--- src/design/cirq_pkg.sv ---
`default_nettype none
// ----------------------------------------------------------------------------
// cirq_pkg
// Types and constants shared by the cartridge timer and register block.
// ----------------------------------------------------------------------------
package cirq_pkg;

   localparam int unsigned AddrWidth  = 12;
   localparam int unsigned DataWidth  = 8;
   localparam int unsigned FontWidth  = 18;
   localparam int unsigned CountWidth = 16;
   localparam int unsigned FcntWidth  = 5;

   typedef enum logic [1:0] {
      FUNC_READ  = 2'd0,
      FUNC_WRITE = 2'd1,
      FUNC_TICK  = 2'd2,
      FUNC_FONT  = 2'd3
   } func_type;

   localparam logic [AddrWidth-1:0] ADDR_APU_LIMIT  = 12'h020;
   localparam logic [AddrWidth-1:0] ADDR_IRQ_ACK    = 12'h0A2;
   localparam logic [AddrWidth-1:0] ADDR_RELOAD_LO  = 12'h0A6;
   localparam logic [AddrWidth-1:0] ADDR_RELOAD_HI  = 12'h0A7;
   localparam logic [AddrWidth-1:0] ADDR_TIMER_CTRL = 12'h0A8;
   localparam logic [AddrWidth-1:0] ADDR_MIRROR     = 12'h0AD;
   localparam logic [AddrWidth-1:0] ADDR_RAM_CTRL_B = 12'h0AE;
   localparam logic [AddrWidth-1:0] ADDR_FONT       = 12'h0B0;
   localparam logic [AddrWidth-1:0] ADDR_RAM_CTRL_A = 12'h0C0;
   localparam logic [AddrWidth-1:0] ADDR_SCRATCH_LO = 12'h0D0;
   localparam logic [AddrWidth-1:0] ADDR_SCRATCH_HI = 12'h0D3;

   localparam logic [DataWidth-1:0] RAM_CTRL_FORCE = 8'h87;
   localparam logic [DataWidth-1:0] OPEN_BUS       = 8'hFF;

   // Packed so that read_data sits in the lowest bits.
   typedef struct packed {
      logic                 wram_override;
      logic                 chr_ram_page;
      logic                 mirror_horizontal;
      logic                 irq_n;
      logic [FontWidth-1:0] font_rom_address;
      logic                 apu_passthrough;
      logic [DataWidth-1:0] read_data;
   } result_type;

endpackage
`default_nettype wire

--- src/design/cirq_regs.sv ---
`default_nettype none
// ----------------------------------------------------------------------------
// cirq_regs
// Register file, interval timer and font counter; forms one result per word.
// ----------------------------------------------------------------------------
module cirq_regs
   import cirq_pkg::*;
(
   input  wire logic                 clock,
   input  wire logic                 reset,
   input  wire logic                 step_valid,
   input  wire func_type             func,
   input  wire logic [AddrWidth-1:0] addr,
   input  wire logic [DataWidth-1:0] write_data,
   output result_type                result
);

   logic [CountWidth-1:0] reload_latch_ff, reload_latch_in;
   logic [CountWidth-1:0] down_counter_ff, down_counter_in;
   logic                  timer_enabled_ff, timer_enabled_in;
   logic                  timer_repeat_ff, timer_repeat_in;
   logic                  irq_pending_ff, irq_pending_in;
   logic [DataWidth-1:0]  mirroring_ff, mirroring_in;
   logic [DataWidth-1:0]  ram_ctrl_a_ff, ram_ctrl_a_in;
   logic [DataWidth-1:0]  ram_ctrl_b_ff, ram_ctrl_b_in;
   logic                  font_bank_ff, font_bank_in;
   logic [FcntWidth-1:0]  font_count_ff, font_count_in;
   logic [DataWidth-1:0]  scratch_ff [4];
   logic [DataWidth-1:0]  scratch_in [4];

   logic                  is_scratch;
   logic                  is_apu;
   logic [DataWidth-1:0]  rd;
   logic                  apu;
   logic [FontWidth-1:0]  fa;

   assign is_scratch = (addr >= ADDR_SCRATCH_LO) && (addr <= ADDR_SCRATCH_HI);
   assign is_apu     = addr < ADDR_APU_LIMIT;

   always_comb begin
      reload_latch_in  = reload_latch_ff;
      down_counter_in  = down_counter_ff;
      timer_enabled_in = timer_enabled_ff;
      timer_repeat_in  = timer_repeat_ff;
      irq_pending_in   = irq_pending_ff;
      mirroring_in     = mirroring_ff;
      ram_ctrl_a_in    = ram_ctrl_a_ff;
      ram_ctrl_b_in    = ram_ctrl_b_ff;
      font_bank_in     = font_bank_ff;
      font_count_in    = font_count_ff;
      scratch_in       = scratch_ff;
      rd               = '0;
      apu              = 1'b0;
      fa               = '0;

      unique case (func)
         FUNC_READ: begin
            rd = OPEN_BUS;
            if (is_apu) begin
               apu = 1'b1;
            end else begin
               priority if (addr == ADDR_IRQ_ACK) begin
                  rd             = {{(DataWidth-1){1'b0}}, irq_pending_ff};
                  irq_pending_in = 1'b0;
               end else if (addr == ADDR_MIRROR) begin
                  rd = mirroring_ff;
               end else if (addr == ADDR_FONT) begin
                  font_count_in = '0;
               end else if (addr == ADDR_RAM_CTRL_A) begin
                  rd = ram_ctrl_a_ff | RAM_CTRL_FORCE;
               end else if (is_scratch) begin
                  rd = scratch_ff[addr[1:0]];
               end else begin
                  rd = OPEN_BUS;
               end
            end
         end
         FUNC_WRITE: begin
            if (is_apu) begin
               apu = 1'b1;
            end else begin
               priority if (addr == ADDR_RELOAD_LO) begin
                  reload_latch_in = {reload_latch_ff[CountWidth-1:DataWidth], write_data};
               end else if (addr == ADDR_RELOAD_HI) begin
                  reload_latch_in = {write_data, reload_latch_ff[DataWidth-1:0]};
               end else if (addr == ADDR_TIMER_CTRL) begin
                  timer_repeat_in  = write_data[0];
                  timer_enabled_in = write_data[1];
                  // Enabling reloads the counter; disabling drops any pending interrupt.
                  if (write_data[1]) begin
                     down_counter_in = reload_latch_ff;
                  end else begin
                     irq_pending_in = 1'b0;
                  end
               end else if (addr == ADDR_MIRROR) begin
                  mirroring_in = write_data;
               end else if (addr == ADDR_RAM_CTRL_B) begin
                  ram_ctrl_b_in = write_data;
               end else if (addr == ADDR_FONT) begin
                  font_bank_in = write_data[0];
               end else if (addr == ADDR_RAM_CTRL_A) begin
                  ram_ctrl_a_in = write_data;
               end else if (is_scratch) begin
                  scratch_in[addr[1:0]] = write_data;
               end else begin
                  apu = 1'b0;
               end
            end
         end
         FUNC_TICK: begin
            if (timer_enabled_ff) begin
               if (down_counter_ff == '0) begin
                  irq_pending_in = 1'b1;
                  if (timer_repeat_ff) begin
                     down_counter_in = reload_latch_ff;
                  end else begin
                     timer_enabled_in = 1'b0;
                  end
               end else begin
                  down_counter_in = down_counter_ff - 1'b1;
               end
            end
         end
         FUNC_FONT: begin
            fa            = {font_bank_ff, addr, font_count_ff};
            font_count_in = font_count_ff + 1'b1;
         end
         default: begin
            rd = '0;
         end
      endcase
   end

   always_comb begin
      result.read_data         = rd;
      result.apu_passthrough   = apu;
      result.font_rom_address  = fa;
      result.irq_n             = ~irq_pending_ff;
      result.mirror_horizontal = mirroring_in[7];
      result.chr_ram_page      = ram_ctrl_a_in[3];
      result.wram_override     = ram_ctrl_a_in[0] & ram_ctrl_b_in[0];
   end

   always_ff @(posedge clock) begin
      if (reset) begin
         reload_latch_ff  <= '0;
         down_counter_ff  <= '0;
         timer_enabled_ff <= 1'b0;
         timer_repeat_ff  <= 1'b0;
         irq_pending_ff   <= 1'b0;
         mirroring_ff     <= '0;
         ram_ctrl_a_ff    <= '0;
         ram_ctrl_b_ff    <= '0;
         font_bank_ff     <= 1'b0;
         font_count_ff    <= '0;
         scratch_ff       <= '{default: '0};
      end else if (step_valid) begin
         reload_latch_ff  <= reload_latch_in;
         down_counter_ff  <= down_counter_in;
         timer_enabled_ff <= timer_enabled_in;
         timer_repeat_ff  <= timer_repeat_in;
         irq_pending_ff   <= irq_pending_in;
         mirroring_ff     <= mirroring_in;
         ram_ctrl_a_ff    <= ram_ctrl_a_in;
         ram_ctrl_b_ff    <= ram_ctrl_b_in;
         font_bank_ff     <= font_bank_in;
         font_count_ff    <= font_count_in;
         scratch_ff       <= scratch_in;
      end
   end

`ifndef SYNTHESIS
   a_irq_ack_clears: assert property (@(posedge clock) disable iff (reset)
      step_valid && func == FUNC_READ && addr == ADDR_IRQ_ACK |=> !irq_pending_ff)
      else $error("interrupt still pending after acknowledge read");

   a_timer_stop_cause: assert property (@(posedge clock) disable iff (reset)
      $fell(timer_enabled_ff) && $past(!reset) |->
         $past(step_valid) && ($past(func) == FUNC_TICK ||
         ($past(func) == FUNC_WRITE && $past(addr) == ADDR_TIMER_CTRL)))
      else $error("timer stopped without a tick or a control write");

   a_apu_no_state: assert property (@(posedge clock) disable iff (reset)
      step_valid && is_apu && (func == FUNC_READ || func == FUNC_WRITE) |=>
         $stable(reload_latch_ff) && $stable(irq_pending_ff) &&
         $stable(mirroring_ff) && $stable(font_count_ff) && $stable(ram_ctrl_a_ff))
      else $error("sound passthrough access changed local state");

   a_font_count_step: assert property (@(posedge clock) disable iff (reset)
      step_valid && func == FUNC_FONT |=>
         font_count_ff == FcntWidth'($past(font_count_ff) + 1'b1))
      else $error("font counter did not advance on a font read");
`endif

endmodule
`default_nettype wire

--- src/design/cartridge_irq_timer_registers.sv ---
`default_nettype none
// ----------------------------------------------------------------------------
// cartridge_irq_timer_registers
// Cartridge register block with interval timer, mirroring, RAM control,
// scratch bytes and font ROM address generation.
// ----------------------------------------------------------------------------
// Usage:
//   The req_ channel carries one word per bus access or CPU cycle: tuser holds
//   the kind (register read, register write, cycle tick, font read) and tdata
//   holds the offset and the write byte. Every word, ticks included, yields
//   exactly one word on the rsp_ channel with the read byte, the sound
//   passthrough flag, the font ROM address, the interrupt line and the
//   mirroring and RAM control outputs.
//   A word is held in the input register, is evaluated against the register
//   state and lands in the output register, which presents the result on
//   rsp_. One word is taken every cycle while rsp_tready stays high; there is
//   only the single evaluation stage between the two registers.
//   When rsp_tready is low the output register holds its word, the input
//   register fills, and req_tready drops until the output drains.
//   Reset clears every register, the timer and the interrupt, and empties
//   both pipeline registers.
// ----------------------------------------------------------------------------
module cartridge_irq_timer_registers
   import cirq_pkg::*;
(
   input  wire logic        clock,
   input  wire logic        reset,
   input  wire logic        req_tvalid,
   output logic             req_tready,
   input  wire logic [23:0] req_tdata,   // addr[11:0], write_data[19:12], zero[23:20]
   input  wire logic [1:0]  req_tuser,   // func[1:0]
   output logic             rsp_tvalid,
   input  wire logic        rsp_tready,
   output logic [31:0]      rsp_tdata    // read_data[7:0], apu_passthrough[8],
                                         // font_rom_address[26:9], irq_n[27],
                                         // mirror_horizontal[28], chr_ram_page[29],
                                         // wram_override[30], zero[31]
);

   logic                 in_valid_ff, in_valid_in;
   func_type             in_func_ff;
   logic [AddrWidth-1:0] in_addr_ff;
   logic [DataWidth-1:0] in_data_ff;
   logic                 out_valid_ff, out_valid_in;
   result_type           out_word_ff;
   result_type           result;
   logic                 out_free;
   logic                 step;
   logic                 req_take;

   assign out_free   = !out_valid_ff || rsp_tready;
   assign step       = in_valid_ff && out_free;
   assign req_tready = !in_valid_ff || out_free;
   assign req_take   = req_tvalid && req_tready;

   always_comb begin
      in_valid_in = in_valid_ff;
      if (req_take) begin
         in_valid_in = 1'b1;
      end else if (step) begin
         in_valid_in = 1'b0;
      end
      out_valid_in = out_valid_ff;
      if (step) begin
         out_valid_in = 1'b1;
      end else if (rsp_tready) begin
         out_valid_in = 1'b0;
      end
   end

   always_ff @(posedge clock) begin
      if (reset) begin
         in_valid_ff  <= 1'b0;
         out_valid_ff <= 1'b0;
      end else begin
         in_valid_ff  <= in_valid_in;
         out_valid_ff <= out_valid_in;
      end
   end

   always_ff @(posedge clock) begin
      if (req_take) begin
         in_func_ff <= func_type'(req_tuser);
         in_addr_ff <= req_tdata[AddrWidth-1:0];
         in_data_ff <= req_tdata[AddrWidth+DataWidth-1:AddrWidth];
      end
      if (step) begin
         out_word_ff <= result;
      end
   end

   cirq_regs u_regs (
      .clock      (clock),
      .reset      (reset),
      .step_valid (step),
      .func       (in_func_ff),
      .addr       (in_addr_ff),
      .write_data (in_data_ff),
      .result     (result)
   );

   assign rsp_tvalid = out_valid_ff;
   assign rsp_tdata  = {1'b0, out_word_ff};

endmodule
`default_nettype wire

--- config.mk ---
export PLATFORM = sky130hd
export DESIGN_NAME = cartridge_irq_timer_registers
export DESIGN_NICKNAME = d
export VERILOG_FILES = /design/src/design/cirq_pkg.sv /design/src/design/cirq_regs.sv /design/src/design/cartridge_irq_timer_registers.sv
export SDC_FILE = /design/constraint.sdc
export NUM_CORES = 1
export LEC_CHECK = 0
export BUFFER_PORTS_ARGS = -buffer_cell sky130_fd_sc_hd__buf_2
export CORE_ASPECT_RATIO = 0.75
export CORE_UTILIZATION = 60
export CTS_BUF_LIST = sky130_fd_sc_hd__clkbuf_8
export DETAILED_ROUTE_END_ITERATION = 12
export HOLD_SLACK_MARGIN = 0.12
export PLACE_DENSITY_LB_ADDON = 0.08
export SYNTH_ARGS = -nofsm -noshare
export SYNTH_HDL_FRONTEND = slang
export SYNTH_SLANG_ARGS = --single-unit
--- constraint.sdc ---
create_clock -name clock -period 3.11 [get_ports clock]
set_input_delay 0.933 -clock clock [delete_from_list [all_inputs] [get_ports clock]]
set_output_delay 0.933 -clock clock [all_outputs]
set_load 0.05 [all_outputs]
---- Yosys cells after proc, flatten, opt, wreduce, memory -nomap -nowiden ----
Index checks and enable logic that the tools add are counted.
storage, ports and cells
  bits in registers ....................... 144
  input bits .............................. 30
  output and inout port bits .............. 34
  logic and storage cells ................. 171
operators by class
  add/subtract/negate cells ............... 2
  magnitude comparators ................... 5
  equality and inequality tests ........... 25
  multiplexer cells ....................... 72
  bitwise gates (word level) .............. 11
  reductions and logical operators ........ 27
operators by type and width
  operator               count
  $mux 16                8
  $mux 8                 16
  $eq 12x8->1 const B    8
  $mux 4                 9
  $bwmux 32              1
  $pmux 16 s2            1
  $mux 1                 28
  $reduce_and 11->1      2
  $mux 5                 4
  $reduce_and 6->1       3
  $reduce_and 9->1       2
  $bmux 8 s2             1
  $demux 8 s2            1
  $logic_not 16->1       1
  $ne 2x2->1 const B     8
  $sub 16x1->16 const B  1
  $ge 12x8->1 const B    1
  $le 12x8->1 const B    1
  $lt 12x6->1 const B    1
  $ne 2x1->1 const B     5
  $pmux 5 s2             1
  $reduce_and 10->1      1
  $not 1->1              9
  $reduce_bool 2->1      4
  19 further kinds       25

---- Longest topological paths before layout ----
Gate-level depths: netlist (run 1).
  word-level depth ........................ 11
  gate-level depth with buffers ........... 9
  gate-level depth less buffers ........... 7

---- Modules after synthesis ----
A second synthesis (run 1) with hierarchy kept.
second synthesis, totals
  cells, all modules ...................... 591
  area total of the unflattened synthesis .. 6308.6 µm²
by module, submodules not included
  module                         times used  cells each  area each (µm²)  seq. area each (µm²)
  cirq_regs                      1           526         4601.9           1741.7
  cartridge_irq_timer_registers  1           65          1706.6           1631.6

---- Worst setup path after synthesis (run 1) ----
No wires, ideal clock.
  kind .................................... input to register
  start point ............................. input port rsp_tready
  end point ............................... register u_regs.down_counter_ff[2]
  library setup time ...................... 117 ps
  arrival ................................. 2626 ps
  data required time ...................... 2993 ps
  slack ................................... 367 ps
  stages on the path ...................... 6
  buffers on the path ..................... 0
  cell sequence ........................... nand2b_1 nand2_1 inv_1 o2111a_1 o22ai_1 a32o_1
on the way
  word-level cells in the longest chain between the ends .. 3
RTL lines
  what                               RTL line                             source
  from (decl)                        cartridge_irq_timer_registers.sv:33  input wire logic rsp_tready,
  $logic_or 1x1->1                   cartridge_irq_timer_registers.sv:51  assign out_free = !out_valid_ff || rsp_tready;
  $logic_and 1x1->1                  cartridge_irq_timer_registers.sv:52  assign step = in_valid_ff && out_free;
  $reduce_and 9->1 (no source line)  n/a
  to (signal assigned)               cirq_regs.sv:159                     down_counter_ff <= down_counter_in;
  to (decl)                          cirq_regs.sv:19                      logic [CountWidth-1:0] down_counter_ff, down_counter_in;
No other way between the ends.
A chain may end at the register's enable or synchronous reset.

---- Final worst setup path (run 1) ----
  start point ............................. register u_regs.down_counter_ff[0]
  end point ............................... register u_regs.down_counter_ff[7]
on the way
  word-level cells in the longest chain between the ends .. 4
  elaborated cells on any way between the ends .. 7
  those cells by class .................... add/sub (1); eq/ne (1); mux (3); reduce/logical (2)
RTL lines
  what                                               RTL line                            source
  $sub 16x1->16 or $logic_not 16->1 (tied branches)  cirq_regs.sv:120, cirq_regs.sv:112
  $mux 16                                            cirq_regs.sv:112                    if (down_counter_ff == '0) begin
  $mux 16                                            cirq_regs.sv:111                    if (timer_enabled_ff) begin
  $pmux 16 s2                                        cirq_regs.sv:56                     unique case (func)
Parallel ways exist; a longest one is shown, timed or not. The select of a mux whose other input is x is not followed.

==> out/results.ini, run 1 <==
[outcome]
status = finished clean

[sta]
period_needed_ns = 2.88
fmax_mhz = 347
worst_slew_pin_slew_ns = 1.10
tns_ns = 0
hold_viol = 0
finalClockSkew_ns = 0.0149
relSlewSlack = 0.268
setup_viol = 0
fin_crit_sh = 0.926
rsz0062_at_grt = false
slew_violations = 0

[pwr]
share_seq_of_total_power = 0.536
vdd_ir_drop_max_uv = 413
power.switching_uw = 922
p_per_area_nw_per_um2 = 519
p_int_uw = 2820
comb_power_share = 0.063
pwr-share-clk = 0.401
swShare = 0.246
power_leakage_uw = 0.00280

[hold_path]
min_path_type = flop to flop
hold_start = u_regs.down_counter_ff[6]
hold_end = u_regs.down_counter_ff[6]
hold-path-cell-count = 2

[setup_path]
crit_chain = inv_1 -> ha_1 -> or4b_1 -> or4_1 -> o2111ai_4 -> a21oi_2 -> a32o_1
slowest_stage = or4_1
r2r-end = u_regs.down_counter_ff[7]
endpoint_kind = flop
slowest_delay_ns = 0.71
startpoint_type = flop
cp_top_family = simple AND/OR/NAND/NOR gates
cp.required_ns = 3.44
path_max_fanout = 16
worst-setup-path-type = flop to flop
r2r_start = u_regs.down_counter_ff[0]
timing.critical_path.buf_inv = 1
crit_arrival_ns = 3.21
ff2ff_path_depth = 7
r2r_slack_ns = 0.23

[finish]
multi_input_area_um2 = 2710
regArea_um2 = 3370
nets = 690
diodes = 0
layout-drive-gt1-share = 0.207
area_growth_pct = 14.2
nFillCells = 781
layout.cells.non_filler = 806

[global_routing]
grt_pass1_wl_mm = 23.1
overflow = 0
antenna_found_initial = 0
gr-usage-met3 = 0.0751
grt_max_degree = 75
grt_pass1_vias = 4657
grt_util_met1 = 0.377
busiest_layer = met2
grt.met2_usage = 0.419
grtUsageTotal = 0.274

[place]
placed_cells = 774
port-buffer-count = 58
place_congestion = 0.896
dp_hpwl_mm = 9.42

[floorplanning]
dieWidth_um = 121
rows = 32
fp.coreArea_um2 = 10200
io_pins = 64
initial_core_util = 0.617
die_y_um = 90.9
dieArea_um2 = 11000

[routing]
vias_per_cell = 6.01
wl_per_cell_um = 17.7
drc = 0
finalWirelength_mm = 14.2
first_pass_iters = 5
drt_iter0_markers = 413
num_vias = 4841
antenna_left = 0

[synthesis]
yosys_register_bits = 142
yosysSeqAreaShare = 0.534
syn_avg_cell_area_um2 = 10.5
synthArstFlopShare = 0
synth_edf_count = 53
syn_area_um2 = 6320
synth.distinct_cells = 61
synth_flop_cell = dfxtp_1
netlist_instances = 600
syn-num-nets = 633
synth_warnings = 0

[clock_network]
ctsHtreeMaxLevel = 4
ctsResizeCount = 0
post_cts_buffers = 0
cts_buffer_depth = 2
clock-sinks = 142
cts_buffers = 17
cts_root_buffer = clkbuf_8
clkLatencyLatePin_ns = 0.44
clkTransAtPathRegs_ns = 0.08
holdBufCountCts = 0
cts_tree = done

[run]
maxCapViolCount = 0

-- power by group through the flow --
stage	logic [uW]	registers [uW]	clock network [uW]
final	236	2010	1500
after detailed placement	235	2050	0
after global routing	251	2010	1600
after floorplan	103	2100	0
after global placement	233	2050	0
after CTS	236	2010	1520
-- layout make-up --
cell class              count  area share
clock inverters            15      0.0237
flip-flops and latches    142       0.467
multi-input cells         400       0.376
inverters                  11     0.00572
well taps                 136      0.0236
clock buffers              17      0.0324
repair buffers             85      0.0717
-- worst reg2reg max path, cell delays in order, from the launching register on --
cell and delay (ns):
dfxtp_1 0.35, inv_1 0.11, ha_1 0.15, or4b_1 0.51, or4_1 0.71, o2111ai_4 0.53, a21oi_2 0.16, a32o_1 0.25
-- sequential cells by signal, summed over array words and instances (netlist names), 2 cells and up --
name	flops
in_addr_ff	12
in_data_ff	8
in_func_ff	2
rsp_tdata	31
u_regs.down_counter_ff	16
u_regs.font_count_ff	5
u_regs.mirroring_ff	8
u_regs.ram_ctrl_a_ff	5
u_regs.reload_latch_ff	16
u_regs.scratch_ff	32
-- worst max-delay path by stage --
stage / start / to / slack [ns] / depth (start not counted)
6_report: u_regs.down_counter_ff[0] / u_regs.down_counter_ff[7] / 0.23 / 7
3_3_place_gp: u_regs.down_counter_ff[0] / u_regs.down_counter_ff[2] / 0.31 / 7
4_1_cts: u_regs.down_counter_ff[0] / u_regs.down_counter_ff[7] / 0.26 / 7
3_5_place_dp: u_regs.down_counter_ff[0] / u_regs.down_counter_ff[7] / 0.29 / 7
5_1_grt: u_regs.down_counter_ff[0] / u_regs.down_counter_ff[12] / 0.11 / 7
2_1_floorplan: rsp_tready / u_regs.down_counter_ff[2] / 0.37 / 6
-- synth_stat cells (all sizes together) (2+ instances only) --
| cell type | number | share of area |
|---|---|---|
| nor3 | 20 | 0.019 |
| or4 | 9 | 0.012 |
| nand2 | 30 | 0.018 |
| and2 | 2 | 0.0020 |
| or4b | 3 | 0.0047 |
| nand4b | 3 | 0.0042 |
| clkbuf | 38 | 0.023 |
| a21oi | 40 | 0.032 |
| inv | 11 | 0.0065 |
| nand4 | 6 | 0.0059 |
| or3 | 7 | 0.0069 |
| mux2 | 2 | 0.0036 |
| buf | 9 | 0.010 |
| ha | 3 | 0.0059 |
| o41ai | 4 | 0.0067 |
| nor4b | 2 | 0.0028 |
| nor2b | 3 | 0.0030 |
| nand3 | 4 | 0.0032 |
| o21ai | 16 | 0.013 |
| nor2 | 93 | 0.056 |
| nor3b | 5 | 0.0059 |
| o21a | 2 | 0.0024 |
| edfxtp | 53 | 0.25 |
| o22ai | 10 | 0.0099 |
| nand2b | 4 | 0.0040 |
| a32o | 2 | 0.0032 |
| nor4 | 13 | 0.019 |
| dfxtp | 89 | 0.28 |
| o32ai | 10 | 0.014 |
| and3 | 18 | 0.018 |
| mux4 | 8 | 0.028 |
| o211ai | 2 | 0.0024 |
| mux2i | 60 | 0.095 |
| a31oi | 4 | 0.0040 |
-- layer usage --
metal | wire length [um] | up-vias
li1 | - | 2313
met1 | 6520 | 2344
met2 | 6730 | 165
met3 | 818 | 19
met4 | 174 | 0
met5 | 0 | -
-- cells in the final DEF, fill, tap and decap left out, types with 4 or more instances in the layout --
master	netlist	routed
clkbuf_8	0	17
o32ai_1	10	10
mux4_2	8	8
nor3b_1	5	5
or4_1	7	7
dfxtp_1	89	89
nand3_1	4	4
nor2_1	92	92
edfxtp_1	53	53
and3_1	18	18
nor3_1	18	18
a21oi_1	39	39
nand2b_1	4	4
a31oi_1	4	4
or3_1	7	7
inv_1	11	14
nand4_1	6	6
buf_4	1	25
mux2i_1	60	60
o21ai_0	14	14
nor4_1	10	10
buf_2	3	58
o22ai_1	10	10
nand2_1	30	30
-- through the flow --
stage | setup slack, ns | utilization | instance area, um2 | hold slack [ns] | total power (uW)
floorplan | 0.367 | - | 6320 | 0.433 | 2200
global placement | 0.310 | 0.665 | 6820 | 0.445 | 2280
detailed placement | 0.294 | 0.665 | 6820 | 0.456 | 2280
CTS | 0.260 | 0.704 | 7220 | 0.470 | 3770
global route | 0.111 | 0.704 | 7220 | 0.489 | 3860
finish | 0.229 | 0.704 | 7220 | 0.464 | 3740
-- cell families after synthesis --
family	synth area share
simple gates	0.189
flops	0.534
compound gates	0.105
mux	0.127
buf+inv	0.0392
fa+ha+maj	0.00594
other cells	0.000593
Power figures use the tool's default switching activity.
==> run 2, diff against run 1 <==
--- a/config.mk
+++ b/config.mk
@@ -10,7 +10,9 @@
 export CORE_UTILIZATION = 60
 export CTS_BUF_LIST = sky130_fd_sc_hd__clkbuf_8
 export DETAILED_ROUTE_END_ITERATION = 12
+export GPL_ROUTABILITY_DRIVEN = 0
 export HOLD_SLACK_MARGIN = 0.12
+export MAX_ROUTING_LAYER = met4
 export PLACE_DENSITY_LB_ADDON = 0.08
 export SYNTH_ARGS = -nofsm -noshare
 export SYNTH_HDL_FRONTEND = slang
==> out/results.ini, run 2 (same netlist as run 1, synthesis figures left out) <==
[outcome]
status = finished clean

[sta]
rsz0062_at_grt = false
period_needed_ns = 2.85  ; -0.0273 ns
hold_ws_ns = 0.480  ; +0.0156 ns
fin_crit_sh = 0.918  ; -0.00877
fmax_mhz = 350  ; +0.96%
worst_slew_pin_slew_ns = 1.10  ; +0.00459 ns
setup_slack_ns = 0.256  ; +0.0273 ns
relSlewSlack = 0.265  ; -0.00306
hold_viol = 0  ; unchanged
setup_viol = 0  ; unchanged
finalClockSkew_ns = 0.0149  ; +0.0000508 ns
slew_violations = 0  ; unchanged
tns_ns = 0  ; unchanged

[setup_path]
startpoint_type = flop
cp.required_ns = 3.45  ; about the same
slowest_stage = or4_1
path_max_fanout = 10  ; -6
endpoint_kind = flop
crit_arrival_ns = 3.19  ; -0.02 ns
cpMostUsedCell = buf_4
worst-setup-path-type = flop to flop
slowest_delay_ns = 0.65  ; -0.06 ns
crit_chain = inv_1 -> ha_1 -> or4b_1 -> or4_1 -> buf_4 -> o2111ai_4 -> buf_4 -> a221o_1 -> o21ai_2

[routing]
finalWirelength_mm = 14.7  ; +3.2%
vias_per_cell = 6.14  ; +2.2%
drc = 0  ; unchanged
first_pass_iters = 5  ; unchanged
wl_per_cell_um = 18.3  ; +3.6%
antenna_left = 0  ; unchanged
drt_iter0_markers = 777  ; +88%
num_vias = 4928  ; +1.8%

[place]
port-buffer-count = 58  ; unchanged
dpl_worst_slack_ns = 0.284  ; -0.00980 ns
dp_hpwl_mm = 9.78  ; +3.8%

[hold_path]
min_path_type = flop to flop

[global_routing]
grt_pass1_wl_mm = 23.8  ; +2.8%
grt_max_degree = 43  ; -43%
overflow = 0  ; unchanged
antenna_found_initial = 0  ; unchanged
grtUsageTotal = 0.292  ; +0.0180
grt_pass1_vias = 4710  ; +1.1%

[clock_network]
clkLatencyLatePin_ns = 0.45  ; about the same
ctsHtreeMaxLevel = 4  ; unchanged
cts_root_buffer = clkbuf_8
holdBufCountCts = 0  ; unchanged
clkTransAtPathRegs_ns = 0.07  ; about the same
cts_buffer_depth = 2  ; unchanged
clock-sinks = 142  ; unchanged
ctsResizeCount = 0  ; unchanged
cts_buffers = 17  ; unchanged
cts_tree = done
post_cts_buffers = 0  ; unchanged

[finish]
layout-drive-gt1-share = 0.204  ; -0.00356
layout_common_cells = nor2_1, dfxtp_1, mux2i_1
largest_register_ffs = 32  ; unchanged
layout_commonest_cell = nor2_1
nets = 687  ; -0.43%
area_growth_pct = 13.8
diodes = 0  ; unchanged
top_register = u_regs.scratch_ff

[floorplanning]
initial_core_util = 0.617  ; unchanged
fp.coreArea_um2 = 10200  ; unchanged
io_pins = 64  ; unchanged
dieWidth_um = 121  ; unchanged
dieArea_um2 = 11000  ; unchanged
die_y_um = 90.9  ; unchanged
rows = 32  ; unchanged

[pwr]
p_per_area_nw_per_um2 = 524  ; +1.1%
power_leakage_uw = 0.00278  ; -0.69%
vdd_ir_drop_max_uv = 355  ; -14%

[run]
maxCapViolCount = 0  ; unchanged

## run 2: cell types whose count changed in the layout (fill, tap and decap cells not counted), sizes merged
cell,change
clkinv,-3
inv,+1
buf,-3
clkbuf,+1
clkinvlp,+1
## run 2: area by class of cell
class / count / area [um2]
fillers: 787 / 3050
flip-flops and latches: 142 / 3370
clock inverters: 14 / 168
inverters: 11 / 41.3
repair buffers: 82 / 483
multi-input cells: 400 / 2710
clock buffers: 18 / 248
well taps: 136 / 170
## run 2: final timing paths
kind / depth (start not counted) / startpoint / to / slack (ns)
setup / recovery: 9 / u_regs.down_counter_ff[0] / u_regs.down_counter_ff[8] / 0.26
hold / removal: 2 / u_regs.down_counter_ff[10] / u_regs.down_counter_ff[10] / 0.48
setup reg to reg: 9 / u_regs.down_counter_ff[0] / u_regs.down_counter_ff[8] / 0.26
hold reg to reg: 2 / u_regs.down_counter_ff[10] / u_regs.down_counter_ff[10] / 0.48
## run 2: per-layer routing
metal	global-route usage	share of wire	vias up
met5	-	0	-
li1	-	-	2314
met1	0.389	0.46	2389
met2	0.437	0.47	200
met3	0.0770	0.061	25
met4	0.0936	0.013	0
## run 2: power by group
part	switching (uW)	internal, uW
registers	47.4	1970
logic	168	57.4
clock network	713	816
total	928	2840
## run 2: critical path: cells and delay by family (launching register included)
kind	cells	cell delay (ns)
adder cells (fa/ha/maj)	1	0.17
flip-flops	1	0.33
AND/OR/NAND/NOR	2	1.16
buffers and inverters	3	0.56
AO/OA/AOI/OAI	3	0.52
## run 2: stage by stage
step / util / cells / area (um2) / power [uW]
after CTS: 0.702 / 803 / 7200 / 3790
after global placement: 0.661 / 771 / 6780 / 2270
after floorplan: - / 600 / 6320 / 2200
after global routing: 0.702 / 803 / 7200 / 3890
after detailed placement: 0.661 / 771 / 6780 / 2280
final: 0.702 / 803 / 7200 / 3770
